==> src/hw/rtl/gffc_pkg.sv <==
// Shared types and constants for the greedy first-fit coloring block.
`timescale 1ns / 1ps

package gffc_pkg;

    // Fixed field widths
    localparam int IDX_W      = 10;
    localparam int COLOR_W    = 7;
    localparam int VCOUNT_W   = 11;
    localparam int NUM_COLORS = 64;
    localparam int COLORIDX_W = 6;
    localparam int EPOCH_W    = 8;

    localparam logic [VCOUNT_W-1:0] VCOUNT_RESET = 11'd1024;

    // Request actions
    typedef enum logic [1:0] {
        ACT_START    = 2'd0,
        ACT_NEIGHBOR = 2'd1,
        ACT_FINISH   = 2'd2,
        ACT_UNUSED   = 2'd3
    } t_action;

    // Result error codes
    typedef enum logic [1:0] {
        ERR_OK       = 2'd0,
        ERR_VERTEX   = 2'd1,
        ERR_NEIGHBOR = 2'd2
    } t_error;

    // Input request payload
    typedef struct packed {
        logic [1:0]       action;
        logic [IDX_W-1:0] vertex;
        logic [IDX_W-1:0] neighbor;
    } t_in_req;

    // Result payload
    typedef struct packed {
        logic [IDX_W-1:0]   vertex_out;
        logic [COLOR_W-1:0] color;
        logic [COLOR_W-1:0] highest_color;
        logic [1:0]         error;
    } t_out_req;

    // One color store entry: epoch tag plus color
    typedef struct packed {
        logic [EPOCH_W-1:0] epoch;
        logic [COLOR_W-1:0] color;
    } t_entry;

    // Write request into the color store
    typedef struct packed {
        logic   en;
        t_entry entry;
    } t_wr_ctl;

endpackage

==> src/hw/rtl/gffc_core.sv <==
// Request stage, coloring state, first-fit selection and result register.
`timescale 1ns / 1ps

module gffc_core
    import gffc_pkg::*;
#(
    parameter int MAX_VERTICES = 1024,
    parameter int MAX_DEGREE   = 63,
    parameter int ADDR_W       = 10
) (
    input  logic                i_clk,
    input  logic                i_rst_n,
    input  logic                i_block,
    input  logic [VCOUNT_W-1:0] i_vcount,
    input  logic                i_valid,
    output logic                o_ready,
    input  t_in_req             i_req,
    output logic                o_valid,
    input  logic                i_ready,
    output t_out_req            o_res,
    output logic                o_rd_en,
    output logic [ADDR_W-1:0]   o_rd_addr,
    input  t_entry              i_rd_data,
    output t_wr_ctl             o_wr,
    output logic [ADDR_W-1:0]   o_wr_addr,
    output logic                o_sweep_start
);

    localparam int CNT_W = $clog2(MAX_DEGREE + 1);
    localparam logic [CNT_W-1:0] CNT_MAX = CNT_W'(MAX_DEGREE);

    // Stage and state registers
    logic                  r_s_valid;
    t_in_req               r_s_req;
    logic                  r_fwd;
    logic [COLOR_W-1:0]    r_fwd_color;
    logic [EPOCH_W-1:0]    r_epoch;
    logic [NUM_COLORS-1:0] r_mask;
    logic [CNT_W-1:0]      r_cnt;
    logic                  r_fault;
    logic [COLOR_W-1:0]    r_max;
    logic                  r_o_valid;
    t_out_req              r_o_res;

    logic                  n_s_valid;
    logic [NUM_COLORS-1:0] n_mask;
    logic [CNT_W-1:0]      n_cnt;
    logic                  n_fault;
    logic [COLOR_W-1:0]    n_max;

    t_action               s_act;
    logic                  s_is_fin;
    logic                  s_is_start;
    logic                  out_free;
    logic                  s_adv;
    logic                  wrap;
    logic                  accept;
    logic [COLOR_W-1:0]    stored_color;
    logic                  nbr_ok;
    logic                  vtx_ok;
    logic [NUM_COLORS-1:0] free_bit;
    logic [COLORIDX_W-1:0] free_idx;
    logic                  mask_full;
    logic [COLOR_W-1:0]    pick_color;
    logic                  fin_ok;
    t_out_req              fin_res;

    // Handshake and stage control
    always_comb begin
        s_act      = t_action'(r_s_req.action);
        s_is_fin   = r_s_valid && (s_act == ACT_FINISH);
        s_is_start = r_s_valid && (s_act == ACT_START);
        out_free   = !r_o_valid || i_ready;
        s_adv      = r_s_valid && (!s_is_fin || out_free);
        wrap       = s_is_start && (r_epoch == {EPOCH_W{1'b1}});
        o_ready    = !i_block && !wrap && (!r_s_valid || s_adv);
        accept     = i_valid && o_ready;
        n_s_valid  = accept || (r_s_valid && !s_adv);
    end

    // Store read for the incoming request
    always_comb begin
        o_rd_en   = accept;
        o_rd_addr = (t_action'(i_req.action) == ACT_NEIGHBOR) ?
                    ADDR_W'(i_req.neighbor) : ADDR_W'(i_req.vertex);
    end

    // Stored color seen by the stage, with forwarding of the last write
    always_comb begin
        if (r_fwd) begin
            stored_color = r_fwd_color;
        end else if (i_rd_data.epoch == r_epoch) begin
            stored_color = i_rd_data.color;
        end else begin
            stored_color = '0;
        end
    end

    // Range, degree and already-colored checks
    always_comb begin
        nbr_ok = ({1'b0, r_s_req.neighbor} < i_vcount)
              && (32'(r_s_req.neighbor) < 32'(MAX_VERTICES))
              && (r_cnt != CNT_MAX);
        vtx_ok = ({1'b0, r_s_req.vertex} < i_vcount)
              && (32'(r_s_req.vertex) < 32'(MAX_VERTICES))
              && (stored_color == '0);
    end

    // First free color: lowest clear bit of the used mask
    always_comb begin
        free_bit  = ~r_mask & (r_mask + NUM_COLORS'(1));
        mask_full = &r_mask;
        free_idx  = '0;
        for (int i = 0; i < NUM_COLORS; i++) begin
            if (free_bit[i]) begin
                free_idx = free_idx | COLORIDX_W'(i);
            end
        end
        pick_color = {1'b0, free_idx} + COLOR_W'(1);
    end

    // Finish result
    always_comb begin
        fin_ok             = 1'b0;
        fin_res.vertex_out = r_s_req.vertex;
        fin_res.color      = '0;
        fin_res.error      = ERR_OK;
        if (!vtx_ok) begin
            fin_res.error = ERR_VERTEX;
        end else if (r_fault || mask_full) begin
            fin_res.error = ERR_NEIGHBOR;
        end else begin
            fin_ok        = 1'b1;
            fin_res.color = pick_color;
        end
        fin_res.highest_color = (fin_ok && (pick_color > r_max)) ? pick_color : r_max;
    end

    // Next coloring state on commit
    always_comb begin
        n_mask  = r_mask;
        n_cnt   = r_cnt;
        n_fault = r_fault;
        n_max   = r_max;
        if (s_adv) begin
            case (s_act)
                ACT_START: begin
                    n_mask  = '0;
                    n_cnt   = '0;
                    n_fault = 1'b0;
                    n_max   = '0;
                end
                ACT_NEIGHBOR: begin
                    if (!nbr_ok) begin
                        n_fault = 1'b1;
                    end else begin
                        n_cnt = r_cnt + CNT_W'(1);
                        if ((stored_color != '0) && (stored_color <= COLOR_W'(NUM_COLORS))) begin
                            n_mask = r_mask
                                   | (NUM_COLORS'(1) << (stored_color - COLOR_W'(1)));
                        end
                    end
                end
                ACT_FINISH: begin
                    n_mask  = '0;
                    n_cnt   = '0;
                    n_fault = 1'b0;
                    n_max   = fin_res.highest_color;
                end
                default: begin
                end
            endcase
        end
    end

    // Store write for an accepted vertex, and clearing pass start on a wrap
    always_comb begin
        o_wr.en          = s_adv && s_is_fin && fin_ok;
        o_wr.entry.epoch = r_epoch;
        o_wr.entry.color = pick_color;
        o_wr_addr        = ADDR_W'(r_s_req.vertex);
        o_sweep_start    = s_adv && wrap;
    end

    // Control registers
    always_ff @(posedge i_clk) begin
        if (!i_rst_n) begin
            r_s_valid <= 1'b0;
            r_epoch   <= '0;
            r_mask    <= '0;
            r_cnt     <= '0;
            r_fault   <= 1'b0;
            r_max     <= '0;
            r_o_valid <= 1'b0;
        end else begin
            r_s_valid <= n_s_valid;
            r_mask    <= n_mask;
            r_cnt     <= n_cnt;
            r_fault   <= n_fault;
            r_max     <= n_max;
            if (s_adv && s_is_start) begin
                r_epoch <= r_epoch + EPOCH_W'(1);
            end
            if (s_adv && s_is_fin) begin
                r_o_valid <= 1'b1;
            end else if (i_ready) begin
                r_o_valid <= 1'b0;
            end
        end
    end

    // Payload registers
    always_ff @(posedge i_clk) begin
        if (accept) begin
            r_s_req     <= i_req;
            r_fwd       <= o_wr.en && (o_wr_addr == o_rd_addr);
            r_fwd_color <= o_wr.entry.color;
        end
        if (s_adv && s_is_fin) begin
            r_o_res <= fin_res;
        end
    end

    assign o_valid = r_o_valid;
    assign o_res   = r_o_res;

endmodule
==> config.mk <==
export PLATFORM = sky130hd
export DESIGN_NAME = gffc_core
export DESIGN_NICKNAME = d
export VERILOG_FILES = /design/src/hw/rtl/gffc_pkg.sv /design/src/hw/rtl/gffc_core.sv
export SDC_FILE = /design/constraint.sdc
export NUM_CORES = 1
export LEC_CHECK = 0
export ABC_AREA = 0
export ABC_CLOCK_PERIOD_IN_PS = 5150
export BUFFER_PORTS_ARGS = -buffer_cell sky130_fd_sc_hd__buf_2
export CORE_ASPECT_RATIO = 0.8
export CORE_UTILIZATION = 34
export DETAILED_ROUTE_END_ITERATION = 12
export PLACE_DENSITY = 0.57
export SYNTH_ARGS = -nofsm -noshare
export SYNTH_HDL_FRONTEND = slang
export SYNTH_SLANG_ARGS = --single-unit
==> constraint.sdc <==
create_clock -name i_clk -period 5.15 [get_ports i_clk]
set_input_delay 1.03 -clock i_clk [delete_from_list [all_inputs] [get_ports i_clk]]
set_output_delay 1.03 -clock i_clk [all_outputs]
set_load 0.02 [all_outputs]
==> impl_metrics.toml <==
[status]
status = "complete, no violations"

[setup_path]
crit_slowest_cell = "nor4_1"
crit_top_cell = "nor4_1"
required_ns = 4.12
startpoint_type = "register"
path_class = "reg -> out"
cp_max_fo = 4
slowest_delay_ns = 0.67
crit_family = "simple AND/OR/NAND/NOR gates"
cp_num_buf_inv = 4
critPathArrivalTime_ns = 3.89
crit_chain = "nand3_1 -> nor4_1 -> buf_4 -> nand3_1 -> nor4_1 -> nor4_1 -> nand3_2 -> ha_1 -> nand3_2 -> xor2_1 -> inv_1 -> buf_4 -> buf_2"
end_kind = "output pin"

[clock_network]
cts_sinks = 144
ctsHoldBuffers = 0
clock_path_buffers = 2
h-tree-depth = 4
clkTransAtPathRegs_ns = 0.07
tritoncts = "yes"
cts_setup_buffers = 0
cts_buffers = 17
cts-root-buf = "clkbuf_16"
clock_latency_ns = 0.43
post_cts_resize_count = 0

[global_routing]
grt_max_degree = 49
antenna_found_initial = 0
grtUsageTotal = 0.2510
overflow = 0
grt_pass1_wl_mm = 46.55
grt_pass1_vias = 7436

[placement]
hpwl_mm = 24.93
pre_cts_ws_ns = 0.4186
place.gp.congestion = 1.001
io_buffers = 118

[sta]
layout_min_cycle_time_ns = 4.921
clock_skew_ns = 0.01162
worst_pin_slew_ns = 1.001
slew_headroom = 0.3315
rsz0062_at_grt = "false"
setup_viol = 0
finalSetupTns_ns = 0
finalHoldViolCount = 0
slew_violations = 0
hold_ws_ns = 0.4836
setup_ws_ns = 0.2291
min_period_over_period = 0.9555
fmax_mhz = 203.2

[routing]
wl_per_cell_um = 21.76
vias = 8325
via_per_inst = 5.801
drt_iter0_drc = 935
drtPass1Iterations = 5
drc = 0
wl_mm = 31.22
antenna_left = 0

[synthesis]
synthCells = 959
yosysTopAreaCellShare = 0.2121
synth_mux_area_frac = 0.01627
synth.yosys.seq_area_share = 0.4146
synth_adder_area_share = 0.04219
postSynthAreaPerCell_sq_um = 8.659
syn-num-nets = 1040
yosys.area_share.simple = 0.2741
synth_area_leader_cell = "dfxtp_1"
synth_compound_area_frac = 0.1736
async_flop_share = 0
ys_warn_count = 0
synth_top_family_by_area = "simple AND/OR/NAND/NOR gates"
synth_edf_count = 56
synth_area_sq_mm = 0.008304
ys_types = 72
ys_ff_latch = 144
synth_xor_xnor_area_share = 0.03676
ys_top_cells_by_area = "dfxtp_1 (21%), edfxtp_1 (20%), nand2_1 (6.3%)"
ys.flop_type = "dfxtp_1"

[floorplan]
die_x_um = 176.7
ios = 119
row_count = 50
core_sq_mm = 0.02371
die-area_sq_mm = 0.02506
start_util = 0.3502
die_h_um = 141.8

[pwr]
leakage_nw = 3.617
p_clk_frac = 0.485
p_comb_frac = 0.063
p_switching_mw = 0.6453
peakVddDrop_mv = 0.1988
power.density_mw_per_mm2 = 264.5
p_int_mw = 2.031
switching_share = 0.2411
pwr-share-seq = 0.452

[layout]
drive_gt1_frac = 0.2155
syn_to_final_growth_pct = 21.88
n_fill_cell = 2388
num_antenna_cells = 0
final_util = 0.4269
nets = 1191

[run]
max_cap_violations = 0

[worst_hold_path]
hold_path.class = "reg -> reg"
[synthesized netlist by cell type, drive strengths merged (13+ instances only)]
cell type	count
and2	14
buf	17
inv	38
clkbuf	26
edfxtp	56
nor4	40
dfxtp	88
xnor2	17
xor2	17
nand2	140
o22ai	13
a21oi	33
nand3	48
o21ai	73
ha	28
nor2	68
nor3	25
nand4	42
[power groups by stage]
stage          Clock (mW)  Combinational [mW]  Sequential, mW
2_1_floorplan           0               0.102            1.23
3_3_place_gp            0               0.168            1.23
3_5_place_dp            0               0.168            1.23
4_1_cts              1.32               0.169            1.21
5_1_grt              1.37               0.186            1.21
6_report             1.30               0.169            1.21
[per-stage QoR]
stage	std cells	power [mW]	instance area [sq um]
6_report	1435	2.677	10120
5_1_grt	1435	2.764	10120
4_1_cts	1435	2.695	10110
3_5_place_dp	1403	1.402	9507
3_3_place_gp	1403	1.402	9507
2_1_floorplan	959	1.333	8304
[registers in the layout, summed over array words and instances (netlist names)]
name,cells
o_res,26
o_valid,1
o_wr_addr,10
r_cnt,6
r_epoch,8
r_fault,1
r_fwd,1
r_fwd_color,7
r_mask,64
r_max,7
r_s_req,10
r_s_valid,1
s_act,2
[layer usage]
metal / routed length [um] / share of wire / global-route usage / vias to the layer above
met1: 15540 / 0.50 / 0.4008 / 3957
met5: 0 / 0 / 0 / -
met4: 766 / 0.025 / 0.07804 / 0
met2: 12110 / 0.39 / 0.3214 / 428
li1: - / - / - / 3887
met3: 2809 / 0.090 / 0.05493 / 53
[cells in the final DEF (no fill, tap or decap), types with 9 or more instances in the layout]
cell       count
ha_1          28
nor2b_1       10
buf_4         57
nor4_1        36
and3_1         9
mux2_2        12
nand4_1       42
o22ai_1       13
dfxtp_1       88
nand3_1       43
clkbuf_16     17
o211ai_1      10
nor3_1        24
a21oi_1       32
inv_1         38
nand2_1      139
buf_2        118
xor2_1        17
and2_1        14
o21ai_0       72
nand2b_1      12
edfxtp_1      56
xnor2_1       16
nor2_1        67
[worst reg2reg max path, delay by kind of cell (launching register included)]
kind                       cells  cell delay [ns]
buffers and inverters          1             0.21
AOI/OAI and AO/OA              2             0.43
muxes                          1             0.37
adders and majority gates      1             0.35
and+or+nand+nor               11             2.80
DFF                            1             0.37
[worst paths after layout]
check / startpoint / endpoint / slack, ns / cells past startpoint
worst max register to register: r_mask[35]$_SDFFE_PN0P_ / o_res[5]$_DFFE_PP_ / 0.37 / 16
worst min-delay path: r_mask[63]$_SDFFE_PN0P_ / r_mask[63]$_SDFFE_PN0P_ / 0.48 / 2
worst max-delay path: r_mask[23]$_SDFFE_PN0P_ / o_wr[4] / 0.23 / 13
worst min register to register: r_mask[63]$_SDFFE_PN0P_ / r_mask[63]$_SDFFE_PN0P_ / 0.48 / 2
[area by class of cell]
cell class                      instances  area (sq um)  area share
Clock buffer                           18         429.2     0.04240
Clock inverter                         14         178.9     0.01768
Inverter                               38         142.6     0.01409
Multi-Input combinational cell        734          4518      0.4464
Sequential cell                       144          3443      0.3402
Tap cell                              312         390.4     0.03857
Timing Repair Buffer                  175          1018      0.1006
[logic make-up after synthesis]
| family | Yosys count |
|---|---|
| compound gates | 220 |
| xor+xnor | 34 |
| fa+ha+maj | 28 |
| buf+inv | 81 |
| flops | 144 |
| mux | 12 |
| simple gates | 440 |
Power figures use the tool's default switching activity.
