==> src/hw/rtl/gffc_pkg.sv <==
// Shared types and constants for the greedy first-fit coloring block.
`timescale 1ns / 1ps

package gffc_pkg;

    // Fixed field widths
    localparam int IDX_W      = 10;
    localparam int COLOR_W    = 7;
    localparam int VCOUNT_W   = 11;
    localparam int NUM_COLORS = 64;
    localparam int COLORIDX_W = 6;
    localparam int EPOCH_W    = 8;

    localparam logic [VCOUNT_W-1:0] VCOUNT_RESET = 11'd1024;

    // Request actions
    typedef enum logic [1:0] {
        ACT_START    = 2'd0,
        ACT_NEIGHBOR = 2'd1,
        ACT_FINISH   = 2'd2,
        ACT_UNUSED   = 2'd3
    } t_action;

    // Result error codes
    typedef enum logic [1:0] {
        ERR_OK       = 2'd0,
        ERR_VERTEX   = 2'd1,
        ERR_NEIGHBOR = 2'd2
    } t_error;

    // Input request payload
    typedef struct packed {
        logic [1:0]       action;
        logic [IDX_W-1:0] vertex;
        logic [IDX_W-1:0] neighbor;
    } t_in_req;

    // Result payload
    typedef struct packed {
        logic [IDX_W-1:0]   vertex_out;
        logic [COLOR_W-1:0] color;
        logic [COLOR_W-1:0] highest_color;
        logic [1:0]         error;
    } t_out_req;

    // One color store entry: epoch tag plus color
    typedef struct packed {
        logic [EPOCH_W-1:0] epoch;
        logic [COLOR_W-1:0] color;
    } t_entry;

    // Write request into the color store
    typedef struct packed {
        logic   en;
        t_entry entry;
    } t_wr_ctl;

endpackage

==> src/hw/rtl/gffc_sweep.sv <==
// Clearing sequencer that walks the color store once after reset or epoch wrap.
`timescale 1ns / 1ps

module gffc_sweep
    import gffc_pkg::*;
#(
    parameter int DEPTH  = 1024,
    parameter int ADDR_W = 10
) (
    input  logic              i_clk,
    input  logic              i_rst_n,
    input  logic              i_start,
    output logic              o_active,
    output logic [ADDR_W-1:0] o_addr
);

    localparam logic [ADDR_W-1:0] LAST_ADDR = ADDR_W'(DEPTH - 1);

    logic              r_active;
    logic [ADDR_W-1:0] r_addr;

    // One entry per cycle until the last address
    always_ff @(posedge i_clk) begin
        if (!i_rst_n) begin
            r_active <= 1'b1;
            r_addr   <= '0;
        end else if (r_active) begin
            if (r_addr == LAST_ADDR) begin
                r_active <= 1'b0;
                r_addr   <= '0;
            end else begin
                r_addr <= r_addr + ADDR_W'(1);
            end
        end else if (i_start) begin
            r_active <= 1'b1;
            r_addr   <= '0;
        end
    end

    assign o_active = r_active;
    assign o_addr   = r_addr;

endmodule

==> config.mk <==
export PLATFORM = sky130hd
export DESIGN_NAME = gffc_sweep
export DESIGN_NICKNAME = d
export VERILOG_FILES = /design/src/hw/rtl/gffc_pkg.sv /design/src/hw/rtl/gffc_sweep.sv
export SDC_FILE = /design/constraint.sdc
export NUM_CORES = 1
export LEC_CHECK = 0
export BUFFER_PORTS_ARGS = -buffer_cell sky130_fd_sc_hd__buf_4
export CAP_MARGIN = 20
export CORE_AREA = 2 2 39 41
export CTS_CLUSTER_DIAMETER = 120
export DETAILED_ROUTE_END_ITERATION = 7
export DIE_AREA = 0 0 41 43
export GPL_ROUTABILITY_DRIVEN = 1
export PLACE_DENSITY = 0.66
export SKIP_LAST_GASP = 1
export SLEW_MARGIN = 5
export SYNTH_ARGS = -nofsm -noshare
export SYNTH_HDL_FRONTEND = slang
export SYNTH_SLANG_ARGS = --single-unit
==> constraint.sdc <==
create_clock -name i_clk -period 1.8 [get_ports i_clk]
set_input_delay 0.36 -clock i_clk [delete_from_list [all_inputs] [get_ports i_clk]]
set_output_delay 0.36 -clock i_clk [all_outputs]
set_load 0.005 [all_outputs]
==> results of run 1 <==
sequential cells by signal, indices dropped and copies added (netlist names):
register / count
o_addr: 10
o_active: 1
routing by layer:
metal  up-vias  routed length [um]
li1        268                   -
met1       252                 571
met2        12                 550
met3         4                  53
met4         0                  27
met5         -                   0
worst min path at each step:
stage                                      start                     end  slack, ns  cells past startpoint
after global placement    o_addr[3]$_SDFFE_PN0P_  o_addr[3]$_SDFFE_PN0P_       0.51                      1
after detailed placement  o_addr[3]$_SDFFE_PN0P_  o_addr[3]$_SDFFE_PN0P_       0.51                      1
after floorplan                          i_rst_n     o_active$_SDFF_PN1_       0.44                      1
after global routing                     i_rst_n  o_addr[9]$_SDFFE_PN0P_       0.36                      2
final                                    i_rst_n     o_active$_SDFF_PN1_       0.32                      2
after CTS                                i_rst_n     o_active$_SDFF_PN1_       0.32                      2
critical path, delay by kind of cell (launching register included):
kind                     cells  cell delay, ns
AND/OR/NAND/NOR              3            0.47
flip-flops                   1            0.42
adder cells (fa/ha/maj)      1            0.23
AO/OA/AOI/OAI                1            0.23
cell type report:
| class | count | area share |
|---|---|---|
| flip-flops and latches | 11 | 0.3110 |
| inverters | 1 | 0.005300 |
| clock buffers | 4 | 0.03710 |
| repair buffers | 13 | 0.1378 |
| well taps | 16 | 0.02827 |
| multi-input cells | 51 | 0.4806 |
placed cells by master (no fill, tap or decap), types with 2 or more instances in the layout:
cell type	synthesis	layout
o21ai_0	4	4
nand3b_1	2	2
clkbuf_4	0	3
a21boi_0	4	4
a21oi_1	2	2
nand4_1	2	2
xnor2_1	2	2
buf_4	1	13
nor2_1	6	6
nand2_1	6	6
a31oi_1	2	2
nand3_1	3	3
dfxtp_1	11	11
where the power goes:
part / internal [mW] / switching [mW]
registers: 0.249 / 0.00781
logic: 0.0183 / 0.0129
clock network: 0.0860 / 0.0878
total: 0.353 / 0.108
per-stage QoR:
stage          utilization  setup slack, ns  hold WS (ns)
6_report            0.5118           0.3434        0.3218
5_1_grt             0.5118           0.2692        0.3588
4_1_cts             0.5118           0.3433        0.3226
3_5_place_dp        0.4928           0.3568        0.5129
3_3_place_gp        0.4928           0.4176        0.5099
2_1_floorplan            -           0.4602        0.4362
logic make-up after synthesis:
kind of cell             Yosys count  share of synthesized area
AO/OA/AOI/OAI                     17                     0.2013
XOR/XNOR                           3                    0.04596
adder cells (fa/ha/maj)            1                    0.02188
buffers and inverters              2                    0.01969
flip-flops                        11                     0.3851
multiplexers                       1                    0.01751
AND/OR/NAND/NOR                   29                     0.3085
==> impl_metrics.ini, run 1 <==
[run_status]
run_status = completed

[final_layout]
diodes = 0
multi_input_area_um2 = 340.3
fill_cells = 143
final_area_um2 = 708.2
syn_to_final_growth_pct = 23.85
drive_gt1_frac = 0.2875
layout.cells.non_filler = 96
fin_nets = 85
seq_area_um2 = 220.2

[floorplan]
die_x_um = 41
rows = 14
start_util = 0.4132
coreArea_um2 = 1384
dieArea_um2 = 1763
die_height_um = 43
io_pins = 14

[timing]
worst_pin_slew_ns = 0.4114
fin_crit_sh = 0.8092
fin_crit_ns = 1.457
rsz0062_at_grt = no
hold_viol_final = 0
clock.fmax_mhz = 686.5
slew_headroom = 0.7253
finalSetupViolCount = 0
finClkSkew_ns = 0.003813
drv_slew = 0
tns_ns = 0

[clock_tree]
cts.sinks = 11
cts_made_buffers = 3
ctsResizeCount = 0
postCtsHoldBufs = 0
clk_path_buf_depth = 2
cts_tree = done
root_buffer = clkbuf_4
htree_levels = 1
cts.reportedPaths.clkPinSlew_ns = 0.07
postCtsSetupRepairBufs = 0
clk_latency_ns = 0.28

[route]
vias_per_cell = 5.583
first_iter_violations = 5
drt-total-wl_um = 1204
wire_per_inst_um = 12.54
drtPass1Iterations = 3
num_vias = 536
drc = 0
final_antenna_net_count = 0

[grt]
use_met3 = 0.04712
grt_overflow = 0
track_usage = 0.1603
antenna_found_initial = 0
grt_pass1_wl_um = 1883
met2_usage = 0.2000
use_met1 = 0.2313
grt_max_degree = 14
grt_most_used_layer = met1
grt_pass1_vias = 435

[placement]
gp_congestion = 0.8466
dp_hpwl_um = 879.8
dpl_cell_area_um2 = 681.9
portBuffers = 13
dp.cells = 92

[run]
maxCapViolations = 0

[worst_setup_path]
cp-endpoint = o_addr[1]$_SDFFE_PN0P_
end_kind = register
crit_path_start = o_addr[0]$_SDFFE_PN0P_
reg2reg_to = o_addr[1]$_SDFFE_PN0P_
r2r-start = o_addr[0]$_SDFFE_PN0P_
reg2reg_slack_ns = 0.34
crit_required_ns = 1.97
slowest_stage = dfxtp_1
path_class = reg -> reg
r2r_cells = 5
worstPathCellList = ha_1, and3_2, nand4_4, a32oi_1, nor2b_1
startpoint_type = register
arrival_ns = 1.63
cpPeakStageDelay_ns = 0.42
crit_path_max_fanout = 6

[synth]
syn_nets = 68
yosysUniqueCellTypes = 31
seq_area_frac_synth = 0.3851
synth.most_common_cell = dfxtp_1
synthTopCellsByArea = dfxtp_1, a21boi_0, nand2_1
synth_top_area_share = 0.3851
synth-main-ff-cell = dfxtp_1
synth_cells = 64
async_flop_share = 0
avgSynthCellArea_um2 = 8.934
synth_common_cells = dfxtp_1, nand2_1, nor2_1, a21boi_0, o21ai_0
yosys.area.top_type = dfxtp_1
synth-edff-count = 0
synth_area_um2 = 571.8
ys_seq_elements = 11
yosys_warnings = 0

[power_and_ir_drop]
powerDensity_nw_per_um2 = 652.0
post-layout-total-power_uw = 461.7
p_leak_nw = 0.2994
ir_worst_vdd_uv = 242.0

[hold_path]
holdCritPathClass = in -> reg
No activity file was read; power rests on OpenSTA's default activity.
==> run 2: changes to the inputs <==
ABC_AREA = 1   (was unset)
PLACE_DENSITY = 0.67   (was 0.66)
clock period = 1.4 ns   (was 1.8 ns; I/O delays follow)
==> impl_metrics.ini, run 2 <==
[clock_tree]
cts.reportedPaths.clkPinSlew_ns = 0.07
clk_latency_ns = 0.28
clk_path_buf_depth = 2
cts_tree = done
root_buffer = clkbuf_4
htree_levels = 1
cts_made_buffers = 3
cts.sinks = 11

[synth]
synth-main-ff-cell = dfxtp_1
avgSynthCellArea_um2 = 6.707
synth_common_cells = nand2_1, dfxtp_1, inv_1, a21oi_1, nand3_1
ys_seq_elements = 11
syn_nets = 90
synth-edff-count = 0
synth_top_area_share = 0.3818
yosysUniqueCellTypes = 15
synth_cells = 86
synth_area_um2 = 576.8
async_flop_share = 0
synth.most_common_cell = nand2_1
yosys.area.top_type = dfxtp_1
synthTopCellsByArea = dfxtp_1, nand2_1, a21oi_1
yosys_warnings = 0
seq_area_frac_synth = 0.3818

[final_layout]
layout.cells.non_filler = 123
layout_commonest_cell = nand2_1
largest_reg_flops = 10
fin_nets = 112
drive_gt1_frac = 0.2617
syn_to_final_growth_pct = 30.59
final_area_um2 = 753.2
diodes = 0
mostFrequentLayoutCells = nand2_1, buf_4, dfxtp_1

[power_and_ir_drop]
powerDensity_nw_per_um2 = 800.2
ir_worst_vdd_uv = 544.4
p_leak_nw = 0.3484

[timing]
rsz0062_at_grt = yes
drv_slew = 0
finClkSkew_ns = 0.004357
slew_headroom = 0.7897
fin_crit_ns = 1.299
fin_crit_sh = 0.9276
clock.fmax_mhz = 770.1
finalSetupViolCount = 0
hold_viol_final = 0
worst_pin_slew_ns = 0.3151
tns_ns = 0

[floorplan]
io_pins = 14
die_height_um = 43
die_x_um = 41
dieArea_um2 = 1763
start_util = 0.4168
coreArea_um2 = 1384
rows = 14

[route]
vias_per_cell = 4.935
drc = 0
wire_per_inst_um = 10.85
num_vias = 607
first_iter_violations = 23
drtPass1Iterations = 4
final_antenna_net_count = 0
drt-total-wl_um = 1335

[grt]
grt_pass1_vias = 488
track_usage = 0.1782
grt_max_degree = 8
grt_overflow = 0
grt_pass1_wl_um = 2090
antenna_found_initial = 0

[run_status]
run_status = completed

[placement]
gp_congestion = 0.8413
portBuffers = 13
dp.cells = 118
dp_hpwl_um = 977.7
dpl_cell_area_um2 = 716.9

[worst_setup_path]
end_kind = register
slowest_stage = dfxtp_1
startpoint_type = register
crit_required_ns = 1.57
crit_path_max_fanout = 5
crit_family = simple AND/OR/NAND/NOR gates
cpPeakStageDelay_ns = 0.33
path_class = reg -> reg
worstPathCellList = ha_1, nand2_1, nor2_4, nand3_1, o21ai_0, nor2_1
crit_buf_inv = 0
arrival_ns = 1.47

[run]
maxCapViolations = 0

[hold_path]
holdCritPathClass = in -> reg
-- run 2: changes by cell type after synthesis, moves of 2 or more --
cell / before / now
a21oi_1: 2 / 9
a31oi_1: 2 / 0
nand3b_1: 2 / 0
a21boi_0: 4 / 0
nand2_1: 6 / 27
inv_1: 1 / 10
nand3_1: 3 / 7
-- run 2: worst paths after layout --
path | from | end | slack [ns] | cells past startpoint
min reg2reg | o_addr[8]$_SDFFE_PN0P_ | o_addr[8]$_SDFFE_PN0P_ | 0.51 | 2
max reg2reg | o_addr[0]$_SDFFE_PN0P_ | o_addr[6]$_SDFFE_PN0P_ | 0.10 | 6
max | o_addr[0]$_SDFFE_PN0P_ | o_addr[6]$_SDFFE_PN0P_ | 0.10 | 6
min | i_start | o_active$_SDFF_PN1_ | 0.25 | 3
-- run 2: routing by layer --
| metal | vias to the layer above | GRT usage | routed length [um] |
|---|---|---|---|
| li1 | 317 | - | - |
| met3 | 2 | 0.07853 | 74 |
| met4 | 0 | 0.08000 | 17 |
| met5 | - | 0 | 0 |
| met2 | 19 | 0.2438 | 624 |
| met1 | 269 | 0.2338 | 618 |
-- run 2: area by class of cell --
cell class | count | area, um^2
fill | 150 | 630.6
multi-input combinational | 64 | 317.8
sequential | 11 | 220.2
timing repair buffer | 17 | 127.6
inverter | 11 | 41.29
clock buffer | 4 | 26.28
tap | 16 | 20.02
-- run 2: logic make-up after synthesis --
logic type                 Yosys count  share of synthesized area
adders and majority gates            1                    0.02169
and+or+nand+nor                     48                     0.3818
DFF                                 11                     0.3818
AOI/OAI and AO/OA                   13                     0.1128
xor gates and xnor gates             2                    0.03037
buffers and inverters               11                    0.07158
-- run 2: where the power goes --
group / internal [mW] / switching (mW)
sequential: 0.320 / 0.00480
clock: 0.111 / 0.117
combinational: 0.0269 / 0.0237
total: 0.458 / 0.145
-- run 2: stage by stage --
step                      power, mW  worst slack [ns]  utilization  hold slack [ns]
after floorplan              0.3536            0.1492            -           0.4027
after global placement       0.3833            0.1633       0.5181           0.4973
after detailed placement     0.3830            0.1302       0.5181           0.5006
after CTS                    0.6103            0.1090       0.5371           0.2419
after global routing         0.6312          -0.03913       0.5443           0.2708
final                        0.6027            0.1014       0.5443           0.2454
-- run 2: repair_timing --
| action | 4_1_cts | 5_1_grt |
|---|---|---|
| setup buffers | 0 | 1 |
| hold buffers | 0 | 0 |
| gates resized for setup | 0 | 1 |
| endpoints found under the setup margin | 0 | 4 |
-- run 2: worst reg2reg max path, delay by kind of cell, from the launching register on --
kind	cells	cell delay (ns)
AND/OR/NAND/NOR	4	0.44
flip-flops	1	0.33
AO/OA/AOI/OAI	1	0.26
adder cells (fa/ha/maj)	1	0.16
==> run 3: changes to the inputs <==
ABC_AREA = unset   (was 1)
PLACE_DENSITY = 0.7   (was 0.67)
==> impl_metrics.ini, run 3 (synthesis gave the netlist of run 1 again) <==
[route]
drt-total-wl_um = 1207
first_iter_violations = 12
final_antenna_net_count = 0
vias_per_cell = 5.554
num_vias = 561
drc = 0
wire_per_inst_um = 11.95
drtPass1Iterations = 4

[timing]
slew_headroom = 0.7784
finalSetupViolCount = 0
worst_pin_slew_ns = 0.3289
rsz0062_at_grt = no
fin_crit_sh = 0.9321
finClkSkew_ns = 0.002994
tns_ns = 0
clock.fmax_mhz = 766.3
fin_crit_ns = 1.305
hold_viol_final = 0
drv_slew = 0

[clock_tree]
cts_made_buffers = 3
clk_latency_ns = 0.27
clk_path_buf_depth = 2
htree_levels = 1
cts_tree = done
cts.sinks = 11
postCtsSetupRepairBufs = 0
cts.reportedPaths.clkPinSlew_ns = 0.07
root_buffer = clkbuf_4

[placement]
gp_congestion = 0.8080
dp_hpwl_um = 908
portBuffers = 13

[power_and_ir_drop]
ir_worst_vdd_uv = 457.3
switching_power_uw = 139.6
p_sw_frac = 0.2322
p_clk_frac = 0.368
p_leak_nw = 0.3210
powerDensity_nw_per_um2 = 799.4
p_seq_frac = 0.542
p_comb_frac = 0.090
cell_internal_pwr_uw = 461.5

[worst_setup_path]
end_kind = register
crit_path_max_fanout = 5
worstPathCellList = ha_2, and3_4, nand4_4, a32oi_1, nor2b_1
path_class = reg -> reg
arrival_ns = 1.47
r2r_cells = 5
reg2reg_slack_ns = 0.1
reg2reg_to = o_addr[1]$_SDFFE_PN0P_
startpoint_type = register
r2r-start = o_addr[0]$_SDFFE_PN0P_
crit_required_ns = 1.57
slowest_stage = dfxtp_1
cpPeakStageDelay_ns = 0.34

[grt]
grt_pass1_wl_um = 2021
antenna_found_initial = 0
grt_max_degree = 11
track_usage = 0.1702
grt_pass1_vias = 485
grt_overflow = 0

[floorplan]
rows = 14
start_util = 0.4132
coreArea_um2 = 1384
dieArea_um2 = 1763
io_pins = 14
die_height_um = 43
die_x_um = 41

[run]
maxCapViolations = 0

[final_layout]
mostFrequentLayoutCells = buf_4, dfxtp_1, nand2_1, nor2_1
fill_cells = 133
diodes = 0
syn_to_final_growth_pct = 31.51
layout_commonest_cell = buf_4
drive_gt1_frac = 0.3412
fin_util = 0.5434
largest_reg_flops = 10
fin_nets = 90

[run_status]
run_status = completed

[hold_path]
holdCritPathClass = in -> reg
min_to = o_active$_SDFF_PN1_
whs_path_depth = 2
hp-start = i_rst_n
==> run 3: changes by cell type in the layout (fill, tap and decap cells not counted), sizes merged, moves of 2 or more <==
| cell | before | now |
|---|---|---|
| nand3 | 7 | 3 |
| inv | 11 | 1 |
| a31oi | 0 | 2 |
| nor2 | 9 | 7 |
| nand3b | 0 | 2 |
| a21oi | 9 | 2 |
| a21boi | 0 | 4 |
| nand2 | 27 | 6 |
| nor3 | 0 | 2 |
==> run 3: layout make-up <==
class                      instances  area [um^2]  area share
multi-input combinational         51        346.6      0.4609
sequential                        11        220.2      0.2928
timing repair buffer              18        135.1      0.1797
clock buffer                       4        26.28     0.03494
tap                               16        20.02     0.02662
inverter                           1        3.754    0.004992
==> run 3: how the worst max path moves through the flow <==
stage | start | to | slack [ns] | depth (start not counted)
3_5_place_dp | o_addr[0]$_SDFFE_PN0P_ | o_addr[1]$_SDFFE_PN0P_ | 0.07 | 5
4_1_cts | o_addr[0]$_SDFFE_PN0P_ | o_addr[1]$_SDFFE_PN0P_ | 0.06 | 5
2_1_floorplan | o_addr[0]$_SDFFE_PN0P_ | o_addr[1]$_SDFFE_PN0P_ | 0.06 | 5
3_3_place_gp | o_addr[0]$_SDFFE_PN0P_ | o_addr[1]$_SDFFE_PN0P_ | 0.11 | 5
6_report | o_addr[0]$_SDFFE_PN0P_ | o_addr[1]$_SDFFE_PN0P_ | 0.1 | 5
5_1_grt | o_addr[0]$_SDFFE_PN0P_ | o_addr[1]$_SDFFE_PN0P_ | 0.01 | 5
==> run 3: layer usage <==
metal | track usage | wire [um] | vias up
li1 | - | - | 278
met1 | 0.2208 | 540 | 269
met2 | 0.2406 | 587 | 11
met3 | 0.04712 | 50 | 3
met4 | 0.1000 | 29 | 0
met5 | 0 | 0 | -
==> run 3: timing repair <==
| item | 4_1_cts | 5_1_grt |
|---|---|---|
| endpoints found under the setup margin | 0 | 4 |
| resized for setup | 0 | 2 |
| hold buffers | 0 | 0 |
==> run 3: power by group through the flow <==
| stage | Clock (mW) | Combinational (mW) | Sequential [mW] |
|---|---|---|---|
| finish | 0.221 | 0.0542 | 0.326 |
| global route | 0.244 | 0.0591 | 0.327 |
| CTS | 0.225 | 0.0535 | 0.326 |
| detailed placement | 0 | 0.0531 | 0.333 |
| global placement | 0 | 0.0526 | 0.333 |
| floorplan | 0 | 0.0183 | 0.336 |
==> run 3: critical path: cells and delay by family, from the launching register on <==
kind / cells / cell delay (ns)
AOI/OAI and AO/OA: 1 / 0.22
adders and majority gates: 1 / 0.21
DFF: 1 / 0.34
and+or+nand+nor: 3 / 0.43
==> run 3: per-stage QoR <==
stage | total power, mW | std cells | setup slack, ns | instance area (um^2) | hold WS [ns]
after detailed placement | 0.3860 | 97 | 0.07245 | 719.4 | 0.5175
after CTS | 0.6045 | 101 | 0.06169 | 745.7 | 0.2390
after global routing | 0.6301 | 101 | 0.01323 | 752.0 | 0.2485
final | 0.6011 | 101 | 0.09507 | 752.0 | 0.2377
after global placement | 0.3851 | 97 | 0.1126 | 719.4 | 0.5131
after floorplan | 0.3544 | 64 | 0.06018 | 571.8 | 0.3562
